$ cat src/rtl/dwsa_pkg.sv
// shared types and constants for the diamond window sum and argmax block
`default_nettype none

package dwsa_pkg;

    localparam int ROW_LIMIT  = 1024;
    localparam int CFG_W      = 11;
    localparam int CFG_IDX_W  = 2;
    localparam int RAD_CFG_W  = 4;
    localparam int POS_W      = 11;
    localparam int SUM_W      = 25;
    localparam int CNT_W      = 21;
    localparam int EV_W       = 2;

    localparam logic [CFG_IDX_W-1:0] CFG_ROWS   = 2'd0;
    localparam logic [CFG_IDX_W-1:0] CFG_COLS   = 2'd1;
    localparam logic [CFG_IDX_W-1:0] CFG_RADIUS = 2'd2;

    localparam logic [EV_W-1:0] EV_BELOW = 2'd0;
    localparam logic [EV_W-1:0] EV_NEW   = 2'd1;
    localparam logic [EV_W-1:0] EV_TIE   = 2'd2;

    typedef struct packed {
        logic accept;
        logic center_init;
        logic center_next;
        logic row_load;
        logic read;
        logic row_next;
        logic emit;
        logic finish;
    } t_cmd;

    typedef struct packed {
        logic has_center;
        logic row_ok;
        logic j_last;
        logic row_last;
        logic c_last;
        logic out_free;
    } t_sts;

endpackage

`default_nettype wire

$ cat src/rtl/dwsa_ctrl.sv
// sequencing state machine for one input transaction and its centers
`default_nettype none

module dwsa_ctrl
    import dwsa_pkg::*;
(
    input  wire logic i_clk,
    input  wire logic i_rst_n,
    input  wire logic i_in_valid,
    output logic      o_in_ready,
    input  wire t_sts i_sts,
    output t_cmd      o_cmd
);
    typedef enum logic [2:0] {
        S_IDLE,
        S_SETUP,
        S_ROW,
        S_READ,
        S_DRAIN,
        S_EMIT
    } t_state;

    t_state r_state, n_state;

    always_comb begin
        n_state    = r_state;
        o_cmd      = '0;
        o_in_ready = 1'b0;
        unique case (r_state)
            S_IDLE: begin
                o_in_ready   = 1'b1;
                o_cmd.accept = i_in_valid;
                if (i_in_valid) n_state = S_SETUP;
            end
            S_SETUP: begin
                if (i_sts.has_center) begin
                    o_cmd.center_init = 1'b1;
                    n_state = S_ROW;
                end else begin
                    o_cmd.finish = 1'b1;
                    n_state = S_IDLE;
                end
            end
            S_ROW: begin
                o_cmd.row_load = 1'b1;
                n_state = S_READ;
            end
            S_READ: begin
                o_cmd.read = i_sts.row_ok;
                if (!i_sts.row_ok || i_sts.j_last) begin
                    if (i_sts.row_last) begin
                        n_state = S_DRAIN;
                    end else begin
                        o_cmd.row_next = 1'b1;
                        n_state = S_ROW;
                    end
                end
            end
            S_DRAIN: begin
                n_state = S_EMIT;
            end
            S_EMIT: begin
                if (i_sts.out_free) begin
                    o_cmd.emit = 1'b1;
                    if (i_sts.c_last) begin
                        o_cmd.finish = 1'b1;
                        n_state = S_IDLE;
                    end else begin
                        o_cmd.center_next = 1'b1;
                        n_state = S_ROW;
                    end
                end
            end
            default: n_state = S_IDLE;
        endcase
    end

    always_ff @(posedge i_clk) begin
        if (!i_rst_n) begin
            r_state <= S_IDLE;
        end else begin
            r_state <= n_state;
        end
    end

endmodule

`default_nettype wire

$ cat config.mk
export PLATFORM = sky130hd
export DESIGN_NAME = dwsa_ctrl
export DESIGN_NICKNAME = d
export VERILOG_FILES = /design/src/rtl/dwsa_pkg.sv /design/src/rtl/dwsa_ctrl.sv
export SDC_FILE = /design/constraint.sdc
export NUM_CORES = 1
export LEC_CHECK = 0
export BUFFER_PORTS_ARGS = -buffer_cell sky130_fd_sc_hd__buf_2
export CORE_AREA = 2 2 39 41
export CTS_BUF_LIST = sky130_fd_sc_hd__clkbuf_4 sky130_fd_sc_hd__clkbuf_8
export DETAILED_ROUTE_END_ITERATION = 12
export DIE_AREA = 0 0 41 43
export PLACE_DENSITY = 0.42
export SETUP_SLACK_MARGIN = 0.02
export SLEW_MARGIN = 20
export SYNTH_ARGS = -nofsm -noshare
export SYNTH_HDL_FRONTEND = slang
export SYNTH_SLANG_ARGS = --single-unit
export TNS_END_PERCENT = 10
$ cat constraint.sdc
create_clock -name i_clk -period 1.33 [get_ports i_clk]
set_clock_uncertainty 0.1 [all_clocks]
set_input_delay 0.266 -clock i_clk [delete_from_list [all_inputs] [get_ports i_clk]]
set_output_delay 0.266 -clock i_clk [all_outputs]
set_load 0.02 [all_outputs]
Word level (Yosys, flattened, before mapping)

Cells that the tools add are included.
Widths: inputs -> output; s select.

Flip-flop bits (word level): 3
Input port bits: 9

Eq/ne operators: 8
Mux-type cells: 23
Reduce and logical (&&, ||, !) cells: 4

Operators with widths:

| operator           | count |
|---|---|
| $pmux 3 s6         | 1 |
| $mux 1             | 13 |
| $mux 3             | 4 |
| $mux 2             | 4 |
| $eq 3x2->1 const B | 2 |
| $eq 3x3->1 const B | 2 |
| $ne 2x2->1 const B | 3 |
| $eq 3x1->1 const B | 1 |
| $logic_not 3->1    | 1 |
| $reduce_and 3->1   | 1 |
| $pmux 1 s2         | 1 |
| $logic_not 1->1    | 1 |
| $logic_or 1x1->1   | 1 |

Logic depth before layout (Yosys ltp)

Depth after elaboration: 4
Depth in mapped cells: 4
Mapped depth without buffers: 3

Worst setup path before layout

OpenSTA, ideal clock, no wires.

Path type: flip-flop to output port
From: reg r_state[2]
To: out o_cmd[7] in the netlist's numbering
Arrival: 1.245 ns
Data required time: 0.964 ns
Slack: -0.281 ns
Stages on the path, launching flop included: 3
Path through: dfxtp_1 > buf_2 > nor4b_1

RTL lines:

| item                   | line            | RTL |
|---|---|---|
| start, declared        | dwsa_ctrl.sv:23 | `t_state r_state, n_state;` |
| start signal, assigned | dwsa_ctrl.sv:82 | `r_state <= n_state;` |
| end, declared          | dwsa_ctrl.sv:12 | `output t_cmd o_cmd` |

==> run metrics <==
run status complete, but fails checks; failing checks setup timing; Synth Register Bits 3; Longest Clk Path Bufs 2; Syn Nets 49; PortBufs 17; IO Count 18; grt ovf 0; Hold WC Path Type in -> reg; Worst Path Arrival 1130 ps; post-layout min period about 1500 ps; Tot GR Track Use between 10% and 20%; Final WS setup -161 ps; starting density of the core 20.4%; largest net degree at the start of global routing 10; EDFF count, synth 0; Crit Path Category reg -> out; area of the mapped netlist 283 sq um; initial antenna violation count 0; Switching Fraction ~28%; clock latency on the worst-skew pair 230 ps; combinational share of power 27.5%; Reg power frac 25.7%; TritonRoute pass-1 iters 2; H-tree depth 1; Post-synth ARST share 0%; Unique masters post-synth 24; setup violators final 9; share of the yosys chip area belonging to registers 21.2%; Detail Route Antenna Nets 0; most frequent cells in the layout buf_4, buf_2, nor3_2; routed len/inst approximately 11 microns; worst rel slew slack 83.6%; clock sink total 3; CTS Buf Count 3; Nets 76; die width 41 microns; TritonCTS clock tree done; RSZ-0062 raised after global routing true; Top reg by flops r_state; Root Buffer clkbuf_4; Final GP Congestion 0.673; Max Cap Viol 0; share of cells above drive strength 1 about 62%; Clk network pwr share 46.8%; Syn Inst Count 40; Placeable Area 1380 sq um; CP endpoint kind primary output; most common cell after layout, fill and taps aside buf_4; Switching Power 0.108 mW; Antenna diodes 0; Main synth FF type dfxtp_1; Largest register FFs 3; Fin Hold WS 189 ps; power per cell area 708 nW/um^2; final hold violation count 0; Rows 14; Slew Limit Fails 0; global-route wire length before repair 1410 microns; Leakage 0.256 nW; worst vdd ir 0.295 mV; WP data required around 960 ps; Final period util 112%; Area Growth Syn to Fin 91.6%; dpl hpwl 668 microns; startpoint types flip-flop; internal power between 0.2 and 0.3 mW; Yosys Warn Count 0; DR vias 398; die area 1760 sq um; clk slew on worst S/H paths approximately 40 ps; Largest regs r_state x3; vias in the first global route 374; die height 43 microns; setup_tns -1080 ps; DRC 0; drt total wl 910 microns; fillcell total 158; vias per inst roughly 4.9; Max Fclk approximately 670 MHz; Mean Syn Cell Area between 7 and 8 sq um; Least-Margin Pin Slew 244 ps; crit-path max FO 6; DRT iter0 DRCs 2
## repair_timing
item / 4_1_cts / 5_1_grt
endpoints found under the hold margin: 0 / 0
buffers inserted: 2 / 1
endpoints found under the setup margin: 10 / 10
hold buffers: 0 / 0
pin swaps: 1 / 1
gates resized for setup: 12 / 12
## metal layers
metal	routed length, microns	vias to the layer above	part of all wire, %	GRT usage [%]
li1	-	201	-	-
met1	340	186	37	10.6
met2	506	11	56	21.9
met3	63	0	6.9	4.71
met4	0	0	0	6.00
met5	0	-	0	0
## power by group through the flow
stage,clock (mW),combinational [mW],sequential [mW]
global placement,0,0.0906,0.102
detailed placement,0,0.0894,0.101
floorplan,0,0.0564,0.0981
CTS,0.189,0.0948,0.0984
global route,0.200,0.117,0.0993
finish,0.180,0.105,0.0987
## worst paths after layout
kind / startpoint / to / slack (ps) / depth (start not counted)
setup / recovery: r_state[2] / o_cmd[2] / -160 / 4
hold / removal: i_rst_n / r_state[2] / 190 / 3
setup reg to reg: r_state[2] / r_state[1] / 30 / 4
hold reg to reg: r_state[0] / r_state[2] / 560 / 3
## cell usage after synthesis (all sizes together), types with 2 or more instances
cell	n	area share, %
nor2	3	4.0
a31oi	2	4.4
a21oi	3	5.3
nand2	2	2.7
dfxtp	3	21
inv	3	4.0
nor3	5	8.8
nand2b	3	6.6
buf	3	6.2
## metrics by stage
step	setup WS, ps	power [mW]	instance area, sq um	util (%)	cells
floorplan	-86.9	0.155	294	-	40
global placement	-41.7	0.192	419	30.3	75
detailed placement	-61.8	0.191	419	30.3	75
CTS	-168	0.382	492	35.5	81
global route	-247	0.416	542	39.2	82
finish	-161	0.384	542	39.2	82
## cells by family after synthesis
| kind of cell | count (synthesis) | synth area share, % |
|---|---|---|
| buf+inv | 6 | 10.2 |
| flops | 3 | 21.2 |
| simple gates | 21 | 43.4 |
| compound gates | 10 | 25.2 |
## worst max-delay path, cell delays in order, from the launching register on
cell     delay (ps)
dfxtp_4         350
and2b_1         230
nand3_1          80
nor2_1           90
buf_4           140
## area by class of cell
type                    instances  area (sq um)  share of cell area, %
inverters                       3          11.3                   2.08
well taps                      16          20.0                   3.70
clock buffers                   4          30.0                   5.54
multi-input cells              31           235                   43.4
repair buffers                 25           176                   32.6
flip-flops and latches          3          68.8                   12.7
(Power assumes the default switching activity.)
